File: src/hdl/lru_page_replacement_macros.svh
// ----------------------------------------------------------------------------
// lru_page_replacement assertion macros
// concurrent check wrappers, compiled out when ASSERT_OFF is set
// ----------------------------------------------------------------------------
`ifndef LRU_PAGE_REPLACEMENT_MACROS_SVH
`define LRU_PAGE_REPLACEMENT_MACROS_SVH

`ifndef ASSERT_OFF
`define LRUPR_ASSERT(lbl, prop, msg) \
  lbl: assert property (@(posedge clk_i) disable iff (!rst_ni) prop) else $error(msg);
`define LRUPR_ASSERT_NEVER(lbl, cond, msg) \
  lbl: assert property (@(posedge clk_i) disable iff (!rst_ni) !(cond)) else $error(msg);
`else
`define LRUPR_ASSERT(lbl, prop, msg)
`define LRUPR_ASSERT_NEVER(lbl, cond, msg)
`endif

`endif

File: src/hdl/lrupr_pkg.sv
// ----------------------------------------------------------------------------
// lrupr_pkg
// shared sizes, outcome codes and result type of the lru page store
// ----------------------------------------------------------------------------
package lrupr_pkg;

  localparam int MAX_ENTRIES = 8;
  localparam int PAGE_W      = 16;
  localparam int CFG_W       = 4;
  localparam int CFG_RESET   = 8;

  localparam int IDX_W = (MAX_ENTRIES > 1) ? $clog2(MAX_ENTRIES) : 1;
  localparam int REC_W = IDX_W;
  localparam int CNT_W = $clog2(MAX_ENTRIES + 1);
  localparam int CAP_W = (CNT_W > CFG_W) ? CNT_W : CFG_W;

  typedef enum logic [1:0] {
    OUT_HIT     = 2'd0,
    OUT_FILL    = 2'd1,
    OUT_REPLACE = 2'd2
  } outcome_e;

  typedef struct packed {
    outcome_e            outcome;
    logic [PAGE_W-1:0]   evicted;
  } lrupr_res_t;

endpackage

File: src/hdl/lrupr_slots.sv
// ----------------------------------------------------------------------------
// lrupr_slots
// page slots with ages: parallel tag compare, victim pick and age update
// ----------------------------------------------------------------------------
module lrupr_slots
  import lrupr_pkg::*;
(
  input  logic              clk_i,
  input  logic              rst_ni,
  input  logic              upd_i,
  input  logic [PAGE_W-1:0] page_i,
  input  logic [CFG_W-1:0]  active_i,
  output lrupr_res_t        res_o
);

  logic [PAGE_W-1:0] page_q [MAX_ENTRIES];
  logic [PAGE_W-1:0] page_d [MAX_ENTRIES];
  logic [MAX_ENTRIES-1:0] valid_q, valid_d;
  logic [REC_W-1:0]  rec_q [MAX_ENTRIES];
  logic [REC_W-1:0]  rec_d [MAX_ENTRIES];
  logic [CNT_W-1:0]  filled_q, filled_d;

  logic [MAX_ENTRIES-1:0] hit_vec, old_vec;
  logic              hit, fill;
  logic [IDX_W-1:0]  hit_idx, free_idx, vic_idx, tgt_idx;
  logic [REC_W-1:0]  hit_rec, vic_age;
  logic [CAP_W-1:0]  act_ext, cap;

  // capacity clamp
  always_comb begin
    act_ext = CAP_W'(active_i);
    if (act_ext == '0) begin
      cap = CAP_W'(1);
    end else if (act_ext > CAP_W'(MAX_ENTRIES)) begin
      cap = CAP_W'(MAX_ENTRIES);
    end else begin
      cap = act_ext;
    end
  end

  // ages of valid slots are always 0..filled-1, so the oldest is filled-1
  assign vic_age = REC_W'(filled_q - CNT_W'(1));

  always_comb begin
    for (int i = 0; i < MAX_ENTRIES; i++) begin
      hit_vec[i] = valid_q[i] && (page_q[i] == page_i);
      old_vec[i] = valid_q[i] && (rec_q[i] == vic_age);
    end
    hit_idx  = '0;
    free_idx = '0;
    vic_idx  = '0;
    for (int i = MAX_ENTRIES - 1; i >= 0; i--) begin
      if (hit_vec[i]) hit_idx = IDX_W'(i);
      if (!valid_q[i]) free_idx = IDX_W'(i);
      if (old_vec[i]) vic_idx = IDX_W'(i);
    end
    hit     = |hit_vec;
    hit_rec = rec_q[hit_idx];
    fill    = !hit && (CAP_W'(filled_q) < cap) && !(&valid_q);
    tgt_idx = hit ? hit_idx : (fill ? free_idx : vic_idx);
  end

  always_comb begin
    if (hit) begin
      res_o.outcome = OUT_HIT;
      res_o.evicted = '0;
    end else if (fill) begin
      res_o.outcome = OUT_FILL;
      res_o.evicted = '0;
    end else begin
      res_o.outcome = OUT_REPLACE;
      res_o.evicted = page_q[vic_idx];
    end
  end

  always_comb begin
    valid_d  = valid_q;
    filled_d = filled_q;
    for (int i = 0; i < MAX_ENTRIES; i++) begin
      page_d[i] = page_q[i];
      rec_d[i]  = rec_q[i];
    end
    if (upd_i) begin
      for (int i = 0; i < MAX_ENTRIES; i++) begin
        if (IDX_W'(i) == tgt_idx) begin
          rec_d[i]   = '0;
          page_d[i]  = page_i;
          valid_d[i] = 1'b1;
        end else if (valid_q[i] && (!hit || rec_q[i] < hit_rec)) begin
          rec_d[i] = rec_q[i] + REC_W'(1);
        end
      end
      if (fill) begin
        filled_d = filled_q + CNT_W'(1);
      end
    end
  end

  always_ff @(posedge clk_i or negedge rst_ni) begin
    if (!rst_ni) begin
      valid_q  <= '0;
      filled_q <= '0;
      for (int i = 0; i < MAX_ENTRIES; i++) begin
        rec_q[i] <= '0;
      end
    end else begin
      valid_q  <= valid_d;
      filled_q <= filled_d;
      for (int i = 0; i < MAX_ENTRIES; i++) begin
        rec_q[i] <= rec_d[i];
      end
    end
  end

  always_ff @(posedge clk_i) begin
    for (int i = 0; i < MAX_ENTRIES; i++) begin
      page_q[i] <= page_d[i];
    end
  end

endmodule

File: src/hdl/lru_page_replacement.sv
// ----------------------------------------------------------------------------
// lru_page_replacement
// path: input beat held in the input reg, its result then held in the result reg
// throughput: one access per cycle while the result stream is not stalled
// reset: all slots invalid, no pages resident, capacity register at 8
// fully associative lru page store with stream ports and a capacity register
// ----------------------------------------------------------------------------
`include "lru_page_replacement_macros.svh"

module lru_page_replacement
  import lrupr_pkg::*;
(
  input  logic              clk_i,
  input  logic              rst_ni,
  input  logic              cfg_valid_i,
  output logic              cfg_ready_o,
  input  logic [CFG_W-1:0]  cfg_data_i,    // active_entries
  input  logic              s_axis_tvalid,
  output logic              s_axis_tready,
  input  logic [15:0]       s_axis_tdata,  // page_number
  output logic              m_axis_tvalid,
  input  logic              m_axis_tready,
  output logic [23:0]       m_axis_tdata   // outcome, evicted_page, zero pad
);

  logic [CFG_W-1:0]  active_q;
  logic              in_vld_q, in_vld_d;
  logic [PAGE_W-1:0] in_page_q;
  logic              out_vld_q, out_vld_d;
  lrupr_res_t        out_res_q, res;
  logic              advance, s_fire, m_fire;

  assign cfg_ready_o   = 1'b1;
  assign advance       = in_vld_q && (!out_vld_q || m_axis_tready);
  assign s_axis_tready = !in_vld_q || advance;
  assign s_fire        = s_axis_tvalid && s_axis_tready;
  assign m_fire        = out_vld_q && m_axis_tready;
  assign m_axis_tvalid = out_vld_q;
  assign m_axis_tdata  = {6'b0, out_res_q.evicted, out_res_q.outcome};

  always_comb begin
    in_vld_d = in_vld_q;
    if (s_fire) begin
      in_vld_d = 1'b1;
    end else if (advance) begin
      in_vld_d = 1'b0;
    end
    out_vld_d = out_vld_q;
    if (advance) begin
      out_vld_d = 1'b1;
    end else if (m_fire) begin
      out_vld_d = 1'b0;
    end
  end

  lrupr_slots u_slots (
    .clk_i    (clk_i),
    .rst_ni   (rst_ni),
    .upd_i    (advance),
    .page_i   (in_page_q),
    .active_i (active_q),
    .res_o    (res)
  );

  always_ff @(posedge clk_i or negedge rst_ni) begin
    if (!rst_ni) begin
      active_q  <= CFG_W'(CFG_RESET);
      in_vld_q  <= 1'b0;
      out_vld_q <= 1'b0;
    end else begin
      if (cfg_valid_i) active_q <= cfg_data_i;
      in_vld_q  <= in_vld_d;
      out_vld_q <= out_vld_d;
    end
  end

  always_ff @(posedge clk_i) begin
    if (s_fire) in_page_q <= s_axis_tdata[PAGE_W-1:0];
    if (advance) out_res_q <= res;
  end

  `LRUPR_ASSERT(a_adv_result, advance |=> out_vld_q, "advanced item has no result beat")
  `LRUPR_ASSERT(a_held_item, (in_vld_q && !advance) |=> (in_vld_q && $stable(in_page_q)), "waiting item lost")
  `LRUPR_ASSERT_NEVER(a_evict_zero, out_vld_q && out_res_q.outcome != OUT_REPLACE && out_res_q.evicted != '0, "evicted page set without replacement")

endmodule

File: config.mk
export PLATFORM = sky130hd
export DESIGN_NAME = lru_page_replacement
export DESIGN_NICKNAME = d
export VERILOG_FILES = /design/src/hdl/lrupr_pkg.sv /design/src/hdl/lrupr_slots.sv /design/src/hdl/lru_page_replacement.sv
export VERILOG_INCLUDE_DIRS = /design/src /design/src/hdl
export SDC_FILE = /design/constraint.sdc
export NUM_CORES = 1
export LEC_CHECK = 0
export BUFFER_PORTS_ARGS = -buffer_cell sky130_fd_sc_hd__clkbuf_2
export CAP_MARGIN = 10
export CORE_MARGIN = 2
export CORE_UTILIZATION = 38
export DETAILED_ROUTE_END_ITERATION = 10
export GPL_TIMING_DRIVEN = 0
export PLACE_DENSITY = 0.6
export SYNTH_ARGS = -nofsm -noshare
export SYNTH_HDL_FRONTEND = slang
export SYNTH_HIERARCHICAL = 1
export SYNTH_SLANG_ARGS = --single-unit
File: constraint.sdc
create_clock -name clk_i -period 6.4 [get_ports clk_i]
set_input_delay 0.64 -clock clk_i [delete_from_list [all_inputs] [get_ports clk_i]]
set_output_delay 0.64 -clock clk_i [all_outputs]
set_load 0.03 [all_outputs]
==> results of run 1 <==
==> cell families (layout without fill, tap and decap cells) <==
| group | Yosys count | after routing |
|---|---|---|
| xor+xnor | 150 | 150 |
| fa+ha+maj | 28 | 28 |
| compound gates | 197 | 197 |
| buf+inv | 87 | 179 |
| mux | 67 | 67 |
| simple gates | 353 | 353 |
| flops | 204 | 204 |
| other cells | 2 | 7 |
==> final timing paths <==
kind	start	endpoint	slack (ns)
worst max-delay path	u_slots/filled_q[0]	m_axis_tdata[8]	0.98
worst min-delay path	rst_ni	u_slots/rec_q[21]	0.05
worst max register to register	u_slots/filled_q[0]	m_axis_tdata[8]	0.98
worst min register to register	u_slots/filled_q[3]	u_slots/filled_q[3]	0.48
max in group asynchronous	rst_ni	active_q[3]	5.77
min in group clk_i	s_axis_tdata[2]	in_page_q[2]	0.27
==> critical path: cells and delay by family (launching register included) <==
kind / cells / cell delay [ns]
and+or+nand+nor: 3 / 0.47
adders and majority gates: 1 / 0.30
DFF: 1 / 0.34
xor gates and xnor gates: 1 / 0.17
buffers and inverters: 6 / 2.59
AOI/OAI and AO/OA: 5 / 0.99
muxes: 1 / 0.28
==> metrics by stage <==
step           util (%)  cells  worst slack, ns
2_1_floorplan         -   1093             1.89
3_3_place_gp       40.8   1539           0.0498
3_5_place_dp       41.0   1541            0.931
4_1_cts            43.7   1585            0.932
5_1_grt            43.8   1587            0.759
6_report           43.8   1587            0.984
==> state kept, by name, summed over array words and instances (netlist names) <==
register and count:
u_slots/filled_q 4, active_q 4, u_slots/rec_q 24, m_axis_tdata 18, u_slots/valid_q 8, in_vld_q 1, m_axis_tvalid 1, in_page_q 16
u_slots/page_q 128
==> placed cells by master, fill, tap and decap left out, types with 8 or more instances in the layout <==
cell type and n:
nor2_1 53, ha_1 21, mux2i_1 54, and4_1 10, clkbuf_2 45, mux2_1 8, nor2b_1 45, clkbuf_16 24
a21oi_1 47, dfrtp_1 41, nor3_1 18, nand2b_1 13, nand3_1 22, o21ai_0 22, nor3b_1 9, inv_1 28
a211oi_1 49, nor4_1 13, nand2_1 77, xor2_1 68, clkbuf_1 32, buf_2 13, or2_2 12, buf_4 10
edfxtp_1 162, xnor2_1 81, nand4_1 31
==> routing by layer <==
metal	GRT usage (%)	part of all wire [%]
met1	31.9	42
met2	41.3	48
met3	3.01	5.7
met4	9.35	4.1
met5	0	0
==> layout make-up <==
type,instances,area [um2],area share [%]
Sequential cell,204,5920,43.0
Multi-Input combinational cell,802,5780,42.0
Clock buffer,29,639,4.65
Tap cell,402,503,3.66
Buffer,59,307,2.23
Timing Repair Buffer,48,290,2.11
Clock inverter,15,208,1.51
Inverter,28,105,0.764
==> impl_results.md, run 1 <==
- Status: completed
- Main flop type after synthesis: edfxtp_1
- Num rows: 65
- Initial antenna violation count: 0
- Post-route cell area: 0.0137 mm2
- Vias/cell: roughly 5.8
- Post-synthesis cell area: 0.0121 mm2
- Placed cell areas: 0.0129 mm2
- Drt wl/cell: 25.5 um
- Die area: 0.0332 mm2
- Max Clk Rate: 185 MHz
- Register area share after synthesis: between 40% and 50%
- Synth top cells by count: edfxtp_1, xnor2_1, nand2_1
- Critical path launch point type: flip-flop
- Async SR Flop Fraction: between 20 and 25%
- Worst Path Max Fanout: 10
- Synth Area in Simple Gates: 16.4%
- Clk sinks: ~200
- Synth area leader: edfxtp_1
- Die Y: 182 um
- Core Region: between 0.03 and 0.04 mm2
- Synthesis-to-finish area growth: 13.9%
- Pin count of the biggest net entering global routing: 43
- Worst Path Required: 6.66 ns
- Largest family of logic cells by synthesized area: simple AND/OR/NAND/NOR gates
- Mux share of post-synthesis cell area: 5.69%
- Avg Cell Area, Syn: 11.1 um2
- Global-route wire length before repair: 59,400 um
- Slew margin rel.: ~25%
- Final Hold Vio Count: 0
- Final setup TNS: 0 ns
- Total number of vias: 9,143
- Final #Nets: 1,213
- # setup viols final: 0
- Kind of critical path: reg -> reg
- GPL Wtd Cong: 1.02
- Vias in the first global route: 8,914
- # fillers: 2,933
- CP cell instances: buf_2 -> inv_1 -> ha_1 -> buf_2 -> xor2_1 -> and3_1 -> nand2_1 -> a32o_1 -> a21oi_1 -> o21ba_2 -> clkbuf_1 -> clkbuf_1 -> clkbuf_1 -> mux2i_1 -> a21oi_1 -> a21oi_1 -> nor2_1
- Worst-Margin Slew: 1.13 ns
- Clock transition at path regs: 0.06 ns
- ANT nets after route: 0
- Count leader, synth: edfxtp_1
- H-tree levels: 1
- GRT Total Usage: 24.4%
- Critical path's slowest cell: clkbuf_1
- Synth Area in Adders: 2.83%
- Seq cells post-synth: 204
- IO Count: 52
- CTS tree: built
- Die Wd: 182 um
- Top cells by area, synth: edfxtp_1, dfrtp_1, xnor2_1, xor2_1, mux2i_1
- Yosys warns: 6
- Port Buffers: 44
- Worst path max stage delay: 0.91 ns
- Clock Latency Late Sink: about 0.55 ns
- Post-synth EDFFs: between 150 and 200
- DR iter-0 viols: 970
- CP arrival: 5.67 ns
- Synth Area in Compound Gates: roughly 12%
- Slew Limit Fails: 0
- TritonRoute pass-1 iters: 5
- Final HPWL DP: 30,100 um
- Total gr overflow: 0
- Syn Inst Count: 1,088
- Fin crit share: a little over four fifths
- Fraction of final layout cells sized beyond drive strength 1: ~15%
- CP Capture Type: flip-flop
- Post_cts resized: 0
- CTS Buf Count: 24
- Starting Density: 38.4%
- Maximum buffer depth of the clock tree: 3
- Top-area cell type share of the netlist area: 40.3%
- RSZ-0062 raised after global routing: false
- Synth Area in XOR/XNOR: 11.0%
- Ant diodes: 0
- Worst hold margin: 0.0532 ns
- Post-CTS Setup Repair Bufs: 0
- Hold Buf Count CTS: 0
- Period minus WS final: 5.42 ns
- Setup Skew: 0.0202 ns
- Worst Reg-to-Reg Cells: 17
- Hold WC Path Type: in -> async
- Max Cap Viol: 0
- Clock Root Buffer: clkbuf_16
- Residual DRC: 0
- Routed wire length: 40,500 um
- Netlist cell types: 83
Power of run 1 is left out: the tool's default activity adds up to more than one toggle a clock period on the data nets, which glitch-free logic cannot reach.
==> inputs of run 2 (changes only) <==
PLACE_DENSITY = 0.62   (was 0.6)
clock period = 4.8 ns   (was 6.4 ns; I/O delays follow)
==> run 2 against run 1 <==
Against the previous run:
- via count up 2.7%
- worst setup slack worse by 0.88 ns
- critical path depth decreased by 2
- core utilization grew 0.79 points
- clock skew decreased by 0.0055 ns
- first-iteration DRC count rose by 3.1%
- wire length fell by 0.45%
- highest routed layer unchanged
- largest cell class unchanged
- global-route usage down 0.29 points
- die area stayed put
- final area rose by 1.8%
- clock-buffer cell count down 2
==> impl_results.md, run 2 (same netlist as run 1, synthesis figures left out) <==
- Final Hold Vio Count: 0
- Worst hold path depth: 1
- Max Clk Rate: about 210 MHz
- Commonest non-fill, non-tap cell in the layout: edfxtp_1
- Num rows: between 60 and 70
- Critical path's slowest cell: edfxtp_1
- Fraction of final layout cells sized beyond drive strength 1: 17.5%
- DR iter-0 viols: 1,000
- Worst Path Required: 5.21 ns
- Die area: 0.0332 mm2
- Clock transition at path regs: 0.06 ns
- Vias/cell: 5.88
- Residual DRC: 0
- Biggest register: u_slots/page_q
- Status: completed
- Min-delay src: s_axis_tdata[1]
- # fillers: 2,937
- Slew margin rel.: 36.5%
- Setup crit start: in_page_q[0]
- R2r startpoint: in_page_q[0]
- Kind of critical path: reg -> reg
- Max FFs per register: 128
- TritonRoute pass-1 iters: 6
- Total gr overflow: 0
- CTS tree: built
- FF-to-FF setup slack: 0.1 ns
- ANT nets after route: 0
- Clock Root Buffer: clkbuf_16
- Worst path max stage delay: around 0.52 ns
- Most frequent cells in the layout: edfxtp_1, xnor2_1, nand2_1
- Worst Reg-to-Reg Cells: 15
- Worst-Margin Slew: between 0.9 and 1 ns
- Setup Skew: 0.0146 ns
- CP Capture Type: flip-flop
- Place WS: -0.582 ns
- Final #Nets: 1,222
- Period minus WS final: between 4 and 5 ns
- Clk sinks: 204
- Total number of vias: 9,390
- CP arrival: 5.11 ns
- Critical path launch point type: flip-flop
- Synthesis-to-finish area growth: 16.0%
- Maximum buffer depth of the clock tree: 3
- Clock Latency Late Sink: 0.53 ns
- GRT Total Usage: 24.1%
- Ant diodes: 0
- H-tree levels: 1
- Fin crit share: 97.9%
- Global-route wire length before repair: roughly 59,000 um
- Initial antenna violation count: 0
- Starting Density: 38.4%
- Routed wire length: 40,400 um
- Core Region: 0.0314 mm2
- CP cell instances: buf_4 -> xnor2_1 -> nand4_1 -> nor3_1 -> a22oi_2 -> a2111oi_4 -> buf_6 -> mux2i_1 -> nand3_1 -> and3b_1 -> or2_1 -> buf_6 -> maj3_2 -> o211ai_2 -> mux2_1
- Die Wd: between 150 and 200 um
- Pin count of the biggest net entering global routing: 43
- Drt wl/cell: 25.3 um
- Die Y: 182 um
- Worst setup margin: 0.0996 ns
- Max Cap Viol: 0
- Vias in the first global route: a little over 9k
- RSZ-0062 raised after global routing: true
- Worst Path Max Fanout: 10
- Hold WC Path Type: in -> reg
- Slew Limit Fails: 0
- CTS Buf Count: 24
- Final HPWL DP: 29,500 um
- Port Buffers: 44
- # setup viols final: 0
- CP most frequent cell: buf_6
- GPL Wtd Cong: 1.00
- IO Count: 52
-- run 2: worst max-delay path: cells and delay by family, from the launching register on --
kind | cells | cell delay (ns)
AO/OA/AOI/OAI | 3 | 0.79
XOR/XNOR | 1 | 0.46
adder cells (fa/ha/maj) | 1 | 0.32
buffers and inverters | 3 | 0.63
flip-flops | 1 | 0.52
multiplexers | 2 | 0.59
AND/OR/NAND/NOR | 5 | 1.26
-- run 2: stage by stage --
stage                     instance area (um2)  util, %  setup TNS [ns]  cells  hold slack [ns]
final                                   14000     44.6               0   1596            0.122
after global routing                    14000     44.6         -0.0897   1596            0.107
after CTS                               13800     44.0               0   1591            0.103
after detailed placement                12900     41.1          -15.27   1542            0.473
after global placement                  12800     40.8          -93.50   1539            0.471
after floorplan                         12100        -               0   1093            0.184
-- run 2: area by class of cell --
cell class	instances	area [um2]	share of cell area [%]
flip-flops and latches	204	5920	42.3
multi-input cells	802	5860	41.9
clock buffers	27	612	4.37
well taps	402	503	3.59
repair buffers	57	495	3.54
plain buffers	59	339	2.42
clock inverters	17	154	1.10
inverters	28	116	0.831
-- run 2: worst paths after layout --
kind	to
worst max-delay path	u_slots/rec_q[20]
worst min-delay path	in_page_q[1]
worst max register to register	u_slots/rec_q[20]
worst min register to register	u_slots/filled_q[3]
max in group asynchronous	active_q[3]
min in group asynchronous	u_slots/rec_q[11]
-- run 2: repair_timing --
| item | 4_1_cts | 5_1_grt |
|---|---|---|
| setup endpoints to repair | 87 | 109 |
| hold endpoints to repair | 0 | 3 |
| gates resized for setup | 15 | 33 |
| setup buffers | 5 | 2 |
| hold buffers | 0 | 1 |
| pin swaps | 2 | 0 |
| cloned | 0 | 0 |
-- run 2: metal layers --
layer | share of wire (%) | GRT usage, % | routed length [um]
met4 | 4.3 | 8.55 | 1720
met5 | 0 | 0 | 0
met2 | 46 | 40.1 | 18700
met1 | 42 | 32.3 | 17100
met3 | 7.1 | 3.05 | 2850
Power of run 2 is left out for the same reason.
